===== src/hw/rtl/esdm_pkg.sv =====
`timescale 1ns / 1ps

package esdm_pkg;

  // timestamp width, edge intervals wrap modulo 2^TIME_WIDTH (16 to 64)
  localparam int TIME_WIDTH = 48;
  localparam int CMP_WIDTH  = (TIME_WIDTH > 32) ? TIME_WIDTH : 32;

  localparam int THRESH_WIDTH  = 32;
  localparam int SCALE_WIDTH   = 16;
  localparam int NUMER_WIDTH   = 31;
  localparam int CONFIRM_WIDTH = 3;
  localparam int COUNT_WIDTH   = 32;
  localparam int CHANGE_WIDTH  = 4;
  localparam int PROD_WIDTH    = COUNT_WIDTH + SCALE_WIDTH;
  localparam int SPEED_WIDTH   = 32;
  localparam int MAG_WIDTH     = SPEED_WIDTH - 1;

  localparam int CFG_INDEX_WIDTH = 2;
  localparam int CFG_DATA_WIDTH  = 32;

  // one quotient bit per step, quotient never wider than the numerator
  localparam int DIV_STEPS  = NUMER_WIDTH;
  localparam int STEP_WIDTH = $clog2(DIV_STEPS);

  localparam logic [THRESH_WIDTH-1:0]  RESET_THRESHOLD = 32'd5000000;
  localparam logic [SCALE_WIDTH-1:0]   RESET_SCALE     = 16'd100;
  localparam logic [NUMER_WIDTH-1:0]   RESET_NUMERATOR = 31'd2000000000;
  localparam logic [CONFIRM_WIDTH-1:0] RESET_CONFIRM   = 3'd3;
  localparam logic [CHANGE_WIDTH-1:0]  CHANGE_MAX      = '1;
  localparam logic [COUNT_WIDTH-1:0]   COUNT_MAX       = '1;
  localparam logic [MAG_WIDTH-1:0]     MAG_MAX         = '1;

  typedef enum logic {
    CMD_EDGE   = 1'b0,
    CMD_WINDOW = 1'b1
  } cmd_code_t;

  typedef enum logic [CFG_INDEX_WIDTH-1:0] {
    REG_PERIOD_THRESHOLD = 2'd0,
    REG_COUNT_SCALE      = 2'd1,
    REG_PERIOD_NUMERATOR = 2'd2,
    REG_DIRECTION_CONFIRM = 2'd3
  } reg_index_t;

  typedef enum logic [1:0] {
    ST_IDLE,
    ST_DIVIDE,
    ST_FINISH
  } state_t;

  // controller to datapath
  typedef struct packed {
    logic accept_edge;
    logic accept_window;
    logic div_step;
    logic load_result;
  } dp_cmd_t;

  // datapath to controller
  typedef struct packed {
    logic div_needed;
    logic out_free;
  } dp_status_t;

endpackage


===== src/hw/rtl/esdm_ifs.sv =====
`timescale 1ns / 1ps

interface esdm_item_if;
  import esdm_pkg::*;
  logic                  valid;
  logic                  ready;
  logic                  command;
  logic                  phase_b_level;
  logic [TIME_WIDTH-1:0] edge_time;

  modport source (output valid, command, phase_b_level, edge_time, input ready);
  modport sink (input valid, command, phase_b_level, edge_time, output ready);
endinterface

interface esdm_result_if;
  import esdm_pkg::*;
  logic                          valid;
  logic                          ready;
  logic signed [SPEED_WIDTH-1:0] speed_millihertz;
  logic                          used_period_mode;

  modport source (output valid, speed_millihertz, used_period_mode, input ready);
  modport sink (input valid, speed_millihertz, used_period_mode, output ready);
endinterface

interface esdm_cfg_if;
  import esdm_pkg::*;
  logic                       valid;
  logic                       ready;
  logic [CFG_INDEX_WIDTH-1:0] index;
  logic [CFG_DATA_WIDTH-1:0]  data;

  modport source (output valid, index, data, input ready);
  modport sink (input valid, index, data, output ready);
endinterface


===== src/hw/rtl/esdm_ctrl.sv =====
`timescale 1ns / 1ps

module esdm_ctrl (
  input  logic                 clk,
  input  logic                 rst,
  input  logic                 in_valid,
  input  logic                 in_command,
  output logic                 in_ready,
  input  esdm_pkg::dp_status_t status,
  output esdm_pkg::dp_cmd_t    cmd
);
  import esdm_pkg::*;

  state_t                state;
  state_t                state_next;
  logic [STEP_WIDTH-1:0] steps;

  always_ff @(posedge clk) begin
    if (rst) begin
      state <= ST_IDLE;
      steps <= '0;
    end else begin
      state <= state_next;
      if (cmd.accept_window) begin
        steps <= STEP_WIDTH'(DIV_STEPS - 1);
      end else if (cmd.div_step) begin
        steps <= steps - 1'b1;
      end
    end
  end

  always_comb begin
    state_next = state;
    unique case (state)
      ST_IDLE: begin
        if (in_valid && (in_command == CMD_WINDOW)) begin
          state_next = status.div_needed ? ST_DIVIDE : ST_FINISH;
        end
      end
      ST_DIVIDE: begin
        if (steps == '0) begin
          state_next = ST_FINISH;
        end
      end
      ST_FINISH: begin
        if (status.out_free) begin
          state_next = ST_IDLE;
        end
      end
      default: state_next = ST_IDLE;
    endcase
  end

  always_comb begin
    in_ready = 1'b0;
    cmd      = '0;
    unique case (state)
      ST_IDLE: begin
        in_ready          = 1'b1;
        cmd.accept_edge   = in_valid && (in_command == CMD_EDGE);
        cmd.accept_window = in_valid && (in_command == CMD_WINDOW);
      end
      ST_DIVIDE: begin
        cmd.div_step = 1'b1;
      end
      ST_FINISH: begin
        cmd.load_result = status.out_free;
      end
      default: ;
    endcase
  end

endmodule


===== src/hw/rtl/esdm_datapath.sv =====
`timescale 1ns / 1ps

module esdm_datapath (
  input  logic                            clk,
  input  logic                            rst,
  input  logic                            phase_b_level,
  input  logic [esdm_pkg::TIME_WIDTH-1:0] edge_time,
  input  esdm_pkg::dp_cmd_t               cmd,
  output esdm_pkg::dp_status_t            status,
  esdm_cfg_if.sink                        cfg,
  esdm_result_if.source                   result
);
  import esdm_pkg::*;

  // configuration
  logic [THRESH_WIDTH-1:0]  period_threshold;
  logic [SCALE_WIDTH-1:0]   count_scale;
  logic [NUMER_WIDTH-1:0]   period_numerator;
  logic [CONFIRM_WIDTH-1:0] direction_confirm;

  // measurement state
  logic [TIME_WIDTH-1:0]   last_edge_time;
  logic [TIME_WIDTH-1:0]   edge_interval;
  logic [COUNT_WIDTH-1:0]  edge_count;
  logic                    period_mode;
  logic                    direction;
  logic                    previous_level;
  logic [CHANGE_WIDTH-1:0] change_count;

  // window work registers
  logic                   win_period;
  logic                   win_direction;
  logic [PROD_WIDTH-1:0]  prod;
  logic [TIME_WIDTH-1:0]  rem;
  logic [TIME_WIDTH-1:0]  divisor;
  logic [NUMER_WIDTH-1:0] dividend;
  logic [NUMER_WIDTH-1:0] quo;

  // output register
  logic                          res_valid;
  logic signed [SPEED_WIDTH-1:0] res_speed;
  logic                          res_mode;

  logic [CHANGE_WIDTH-1:0] change_next;
  logic                    flip;
  logic [TIME_WIDTH-1:0]   interval_next;
  logic [TIME_WIDTH:0]     trial;
  logic [MAG_WIDTH-1:0]    mag;
  logic [SPEED_WIDTH-1:0]  speed_pos;

  assign cfg.ready = 1'b1;

  always_ff @(posedge clk) begin
    if (rst) begin
      period_threshold  <= RESET_THRESHOLD;
      count_scale       <= RESET_SCALE;
      period_numerator  <= RESET_NUMERATOR;
      direction_confirm <= RESET_CONFIRM;
    end else if (cfg.valid) begin
      unique case (reg_index_t'(cfg.index))
        REG_PERIOD_THRESHOLD:  period_threshold  <= cfg.data[THRESH_WIDTH-1:0];
        REG_COUNT_SCALE:       count_scale       <= cfg.data[SCALE_WIDTH-1:0];
        REG_PERIOD_NUMERATOR:  period_numerator  <= cfg.data[NUMER_WIDTH-1:0];
        REG_DIRECTION_CONFIRM: direction_confirm <= cfg.data[CONFIRM_WIDTH-1:0];
        default: ;
      endcase
    end
  end

  // direction qualifier
  always_comb begin
    change_next = change_count;
    if ((phase_b_level != direction) && (phase_b_level == previous_level)
        && (change_count != CHANGE_MAX)) begin
      change_next = change_count + 1'b1;
    end
    if (phase_b_level != previous_level) begin
      change_next = '0;
    end
    flip = change_next > CHANGE_WIDTH'(direction_confirm);
  end

  assign interval_next = edge_time - last_edge_time;

  always_ff @(posedge clk) begin
    if (rst) begin
      last_edge_time <= '0;
      edge_interval  <= '0;
      edge_count     <= '0;
      period_mode    <= 1'b0;
      direction      <= 1'b1;
      previous_level <= 1'b1;
      change_count   <= '0;
    end else if (cmd.accept_edge) begin
      if (flip) begin
        direction    <= phase_b_level;
        change_count <= '0;
      end else begin
        change_count <= change_next;
      end
      previous_level <= phase_b_level;
      if (edge_count != COUNT_MAX) begin
        edge_count <= edge_count + 1'b1;
      end
      edge_interval  <= interval_next;
      period_mode    <= CMP_WIDTH'(interval_next) > CMP_WIDTH'(period_threshold);
      last_edge_time <= edge_time;
    end else if (cmd.accept_window) begin
      edge_count    <= '0;
      edge_interval <= '0;
    end
  end

  assign status.div_needed = period_mode && (edge_interval != '0);
  assign status.out_free   = !res_valid || result.ready;

  // restoring division, one quotient bit per step
  assign trial = {rem, dividend[NUMER_WIDTH-1]} - {1'b0, divisor};

  always_ff @(posedge clk) begin
    if (cmd.accept_window) begin
      win_period    <= period_mode;
      win_direction <= direction;
      prod          <= PROD_WIDTH'(edge_count) * PROD_WIDTH'(count_scale);
      rem           <= '0;
      divisor       <= edge_interval;
      dividend      <= period_numerator;
      quo           <= '0;
    end else if (cmd.div_step) begin
      dividend <= dividend << 1;
      if (!trial[TIME_WIDTH]) begin
        rem <= trial[TIME_WIDTH-1:0];
        quo <= {quo[NUMER_WIDTH-2:0], 1'b1};
      end else begin
        rem <= {rem[TIME_WIDTH-2:0], dividend[NUMER_WIDTH-1]};
        quo <= {quo[NUMER_WIDTH-2:0], 1'b0};
      end
    end
  end

  // saturate, then apply the direction
  always_comb begin
    if (win_period) begin
      mag = quo;
    end else if (prod > PROD_WIDTH'(MAG_MAX)) begin
      mag = MAG_MAX;
    end else begin
      mag = prod[MAG_WIDTH-1:0];
    end
    speed_pos = {1'b0, mag};
  end

  always_ff @(posedge clk) begin
    if (rst) begin
      res_valid <= 1'b0;
    end else if (cmd.load_result) begin
      res_valid <= 1'b1;
    end else if (result.ready) begin
      res_valid <= 1'b0;
    end
  end

  always_ff @(posedge clk) begin
    if (cmd.load_result) begin
      res_speed <= win_direction ? signed'(speed_pos) : signed'(-speed_pos);
      res_mode  <= win_period;
    end
  end

  assign result.valid            = res_valid;
  assign result.speed_millihertz = res_speed;
  assign result.used_period_mode = res_mode;

endmodule


===== src/hw/rtl/encoder_speed_direction_meter_top.sv =====
`timescale 1ns / 1ps

// channel  role    payload
// item     sink    command, phase_b_level, edge_time
// result   source  speed_millihertz, used_period_mode
// cfg      sink    index, data (always ready)
//
// an edge item is taken straight from idle; a window item goes through load and
// finish in count mode or with a zero interval, and through load, 31 restoring
// divide steps and finish in period mode; results wait in an output register,
// so new items are taken while a result is pending, and a window item stalls
// in finish only while the output register is still full;
// rst is synchronous and restores the register defaults and the measurement state

module encoder_speed_direction_meter_top (
  input  logic          clk,
  input  logic          rst,
  esdm_item_if.sink     item,
  esdm_result_if.source result,
  esdm_cfg_if.sink      cfg
);
  import esdm_pkg::*;

  dp_cmd_t    cmd;
  dp_status_t status;

  // sequencer: idle, divide steps, result hand-off
  esdm_ctrl u_ctrl (
    .clk        (clk),
    .rst        (rst),
    .in_valid   (item.valid),
    .in_command (item.command),
    .in_ready   (item.ready),
    .status     (status),
    .cmd        (cmd)
  );

  // qualifier, counters, multiplier, divider, output register
  esdm_datapath u_datapath (
    .clk           (clk),
    .rst           (rst),
    .phase_b_level (item.phase_b_level),
    .edge_time     (item.edge_time),
    .cmd           (cmd),
    .status        (status),
    .cfg           (cfg),
    .result        (result)
  );

endmodule


===== src/flat_wrapper.sv =====
// flat-port wrapper written by rule: the top's interface ports become plain ports
module encoder_speed_direction_meter_top_flat import esdm_pkg::*;
  (clk, rst, item_valid, item_command, item_phase_b_level, item_edge_time, item_ready, result_valid, result_speed_millihertz, result_used_period_mode, result_ready, cfg_valid, cfg_index, cfg_data, cfg_ready);
  esdm_item_if item_i ();
  esdm_result_if result_i ();
  esdm_cfg_if cfg_i ();
  input  logic clk;
  input  logic rst;
  input wire logic [$bits(item_i.valid)-1:0] item_valid;
  input wire logic [$bits(item_i.command)-1:0] item_command;
  input wire logic [$bits(item_i.phase_b_level)-1:0] item_phase_b_level;
  input wire logic [$bits(item_i.edge_time)-1:0] item_edge_time;
  output wire logic [$bits(item_i.ready)-1:0] item_ready;
  output wire logic [$bits(result_i.valid)-1:0] result_valid;
  output wire logic [$bits(result_i.speed_millihertz)-1:0] result_speed_millihertz;
  output wire logic [$bits(result_i.used_period_mode)-1:0] result_used_period_mode;
  input wire logic [$bits(result_i.ready)-1:0] result_ready;
  input wire logic [$bits(cfg_i.valid)-1:0] cfg_valid;
  input wire logic [$bits(cfg_i.index)-1:0] cfg_index;
  input wire logic [$bits(cfg_i.data)-1:0] cfg_data;
  output wire logic [$bits(cfg_i.ready)-1:0] cfg_ready;
  assign item_i.valid = item_valid;
  assign item_i.command = item_command;
  assign item_i.phase_b_level = item_phase_b_level;
  assign item_i.edge_time = item_edge_time;
  assign item_ready = item_i.ready;
  assign result_valid = result_i.valid;
  assign result_speed_millihertz = result_i.speed_millihertz;
  assign result_used_period_mode = result_i.used_period_mode;
  assign result_i.ready = result_ready;
  assign cfg_i.valid = cfg_valid;
  assign cfg_i.index = cfg_index;
  assign cfg_i.data = cfg_data;
  assign cfg_ready = cfg_i.ready;
  encoder_speed_direction_meter_top u_core (.clk(clk), .rst(rst), .item(item_i), .result(result_i), .cfg(cfg_i));
endmodule

===== config.mk =====
export PLATFORM = sky130hd
export DESIGN_NAME = encoder_speed_direction_meter_top_flat
export DESIGN_NICKNAME = d
export VERILOG_FILES = /design/src/hw/rtl/esdm_pkg.sv /design/src/hw/rtl/esdm_ifs.sv /design/src/hw/rtl/esdm_ctrl.sv /design/src/hw/rtl/esdm_datapath.sv /design/src/hw/rtl/encoder_speed_direction_meter_top.sv /design/src/flat_wrapper.sv
export SDC_FILE = /design/constraint.sdc
export NUM_CORES = 2
export LEC_CHECK = 0
export BUFFER_PORTS_ARGS = -buffer_cell sky130_fd_sc_hd__buf_4
export CELL_PAD_IN_SITES_DETAIL_PLACEMENT = 0
export CELL_PAD_IN_SITES_GLOBAL_PLACEMENT = 2
export CORE_MARGIN = 4
export CORE_UTILIZATION = 40
export DETAILED_ROUTE_END_ITERATION = 8
export GPL_ROUTABILITY_DRIVEN = 1
export PLACE_DENSITY = 0.82
export SYNTH_ARGS = -nofsm -noshare
export SYNTH_HDL_FRONTEND = slang
export SYNTH_SLANG_ARGS = --single-unit

===== constraint.sdc =====
create_clock -name clk -period 8.24 [get_ports clk]
set_input_delay 0.412 -clock clk [delete_from_list [all_inputs] [get_ports clk]]
set_output_delay 0.412 -clock clk [all_outputs]
set_load 0.01 [all_outputs]

==> flow_summary_export.csv <==
group,metric,value,unit
grt,grt_overflow,0,
drt,met3_length,5326,um
drt,dr_total_vias,31110,
job,drv_cap,0,
grt,grt_pass1_vias,31170,
logic_synthesis,synth.top_cell.area_share,0.2093,
drt,vias_per_cell,5.172,
placed_design,port_buffers,123,
setup_path,r2r_cells,24,
sta,rsz0062_at_grt,"false",
setup_path,worst_ep_arrival_time,7.98,ns
min_path,min_path_cells,3,
layout,syn_to_final_growth,11.55,%
setup_path,worstPathRequired,8.59,ns
sta,setup_viol,0,
layout,final_util,0.4527,
sta,setup_tns,0,ns
placed_design,place_area,42450,um^2
power,powerDensity,174.7,nW/um^2
sta,drv_slew,0,
die,dieWidth,324.9,um
grt,track_usage,0.2068,
logic_synthesis,yosysMostFrequentCell,"nand2_1",
logic_synthesis,ys_seq_area_frac,0.2726,
power,finalPower,7.829,mW
drt,met1Wirelength,55210,um
drt,avgRoutedWirePerCell,18.25,um
die,die_y,324.9,um
die,io_pins,125,
placed_design,gp_congestion,0.8375,
clock_tree,cts.clk_slew.worst_paths,0.06,ns
grt,grt_pass1_wl,176400,um
logic_synthesis,syn_avg_cell_area,8.668,um^2
logic_synthesis,syn_inst,4635,
placed_design,hpwl,82170,um
logic_synthesis,netlist_top_cells_area,"fa_1, dfxtp_1, edfxtp_1",
layout,final_area,44820,um^2
logic_synthesis,yosysWarnings,0,
drt,antenna_left,0,
drt,drt_wl_total,109800,um
logic_synthesis,synthArstFlopShare,0,
die,core,98990,um^2
setup_path,endpoint_kind,"flip-flop",
sta,worst_pin_slew,1.129,ns
sta,skew,0.03634,ns
drt,drtIter0Drc,2166,
logic_synthesis,synth_area_leader_cell,"fa_1",
drt,drc,0,
power,p_leak,19.70,nW
logic_synthesis,synth_commonest_cells,"nand2_1, inv_1, fa_1, dfxtp_1, a21oi_1",
clock_tree,cts_inserted_buffers,55,
die,start_util,0.4058,
logic_synthesis,ys_ff_latch,466,
logic_synthesis,synth_nets,5399,
clock_tree,cts_sinks,466,
setup_path,critPathMaxFanout,27,
clock_tree,cts_root_buf,"clkbuf_16",
sta,period_needed,7.623,ns
grt,grt_start_max_net_pins,96,
sta,finalHoldViolCount,0,
clock_tree,htreeDepth,2,
sta,slew_headroom,0.2458,
clock_tree,tritoncts,"built",
setup_path,path_class,"reg2reg",
die,die-area,105600,um^2
drt,wl_met2,47430,um
run_status,status,"complete, no violations",
logic_synthesis,synth_cell_types,76,
layout,num-fill-cells,9905,
layout,final_nets,5444,
sta,post-route-period-util,0.9252,
sta,fmax,131.2,MHz
logic_synthesis,synth_edf_count,162,
logic_synthesis,synth_flop_cell,"dfxtp_1",
die,rows,115,
clock_tree,cts.path.max_buffers,3,
power,vdd_ir_drop_max,169.8,uV
clock_tree,cts_setup_buffers,0,
drt,highest_layer,"met4",
setup_path,start_kind,"flip-flop",
clock_tree,insertion_delay,0.63,ns
grt,antenna_found_initial,1,
logic_synthesis,synth_area,40170,um^2
min_path,min_path_type,"in2reg",
layout,drive_gt1_frac,0.06918,
drt,first_pass_iters,7,
## area by class of cell
cell class	count	area (um^2)	area share
multi-input cells	3280	25930	0.5785
flip-flops and latches	466	10950	0.2444
inverters	636	2390	0.05332
repair buffers	241	1976	0.04408
well taps	1287	1610	0.03593
clock buffers	74	1548	0.03453
clock inverters	30	409.1	0.009129
diodes	2	5.005	0.0001117
## cell families after synthesis
kind of cell | count (synthesis) | share of synthesized area
AO/OA/AOI/OAI | 811 | 0.1248
XOR/XNOR | 190 | 0.04142
adder cells (fa/ha/maj) | 675 | 0.2887
buffers and inverters | 889 | 0.08365
flip-flops | 466 | 0.2726
multiplexers | 45 | 0.01124
other | 1 | 0.00009334
AND/OR/NAND/NOR | 1558 | 0.1776
## cell usage in the layout, fill, tap and decap left out, drive strengths merged, types with 74 or more instances in the layout
cell type | netlist | routed
dfxtp | 304 | 304
clkbuf | 237 | 74
a21o | 93 | 93
a21oi | 293 | 293
and2 | 229 | 229
fa | 420 | 420
nand2 | 828 | 828
nor2 | 168 | 168
edfxtp | 162 | 162
ha | 255 | 255
o21ai | 169 | 169
xnor2 | 127 | 127
buf | 16 | 201
inv | 634 | 637
nand3 | 122 | 122
## stage by stage
stage	std cells	hold WS (ns)	setup slack (ns)
floorplan	4635	0.4244	1.519
finish	6016	0.04620	0.6166
CTS	6014	0.0005303	0.6488
global placement	5870	0.4423	0.7619
detailed placement	5870	0.4438	0.6817
global route	6014	0.01492	0.2100
## registers in the layout, indices dropped and copies added (netlist names), 3 cells and up
| register | count |
|---|---|
| u_core.u_datapath.edge_count | 32 |
| u_core.u_ctrl.steps | 5 |
| u_core.u_datapath.edge_interval | 48 |
| u_core.u_datapath.result.speed_millihertz | 32 |
| u_core.u_datapath.rem | 48 |
| u_core.u_datapath.period_threshold | 32 |
| u_core.u_datapath.direction_confirm | 3 |
| u_core.u_datapath.count_scale | 16 |
| u_core.u_datapath.quo | 31 |
| u_core.u_datapath.change_count | 4 |
| u_core.u_datapath.prod | 48 |
| u_core.u_datapath.divisor | 48 |
| u_core.u_datapath.dividend | 31 |
| u_core.u_datapath.last_edge_time | 48 |
| u_core.u_datapath.period_numerator | 31 |
## worst max-delay path, stage by stage (launching register included)
cell and delay (ns):
dfxtp_2 0.92, buf_4 0.30, nand2_1 0.09, fa_1 0.53, inv_1 0.05, fa_1 0.56, fa_1 0.43, fa_1 0.46
fa_1 0.49, inv_1 0.06, fa_1 0.49, inv_1 0.05, ha_1 0.36, o21a_1 0.17, o2111ai_1 0.34, nor2_1 0.20
o21ai_0 0.10, buf_4 0.16, a21boi_0 0.37, a31oi_1 0.18, o21ai_0 0.28, nor4_1 0.11, o41ai_1 0.37, a21oi_1 0.13
xnor2_1 0.14
## what timing repair did
action                    in CTS  in global routing
hold endpoints to repair      41                  0
resized for setup              0                  0
hold buffers                  40                  0
## final timing paths
| kind | from | end | slack, ns |
|---|---|---|---|
| min reg2reg | u_core.u_datapath.period_numerator[0] | u_core.u_datapath.period_numerator[0] | 0.45 |
| min | item_edge_time[18] | u_core.u_datapath.last_edge_time[18] | 0.05 |
| max | u_core.u_datapath.count_scale[10] | u_core.u_datapath.prod[47] | 0.62 |
| max reg2reg | u_core.u_datapath.count_scale[10] | u_core.u_datapath.prod[47] | 0.62 |
## routing by layer
layer	vias to the layer above	GRT usage
met5	-	0
met4	0	0.03847
met3	129	0.02949
met2	616	0.3175
met1	15170	0.3124
li1	15200	-
## power breakdown
part	internal (mW)	total (mW)	switching, mW
registers	2.63	2.79	0.162
clock network	1.55	2.59	1.04
logic	1.02	2.45	1.43
Power figures use the tool's default switching activity.
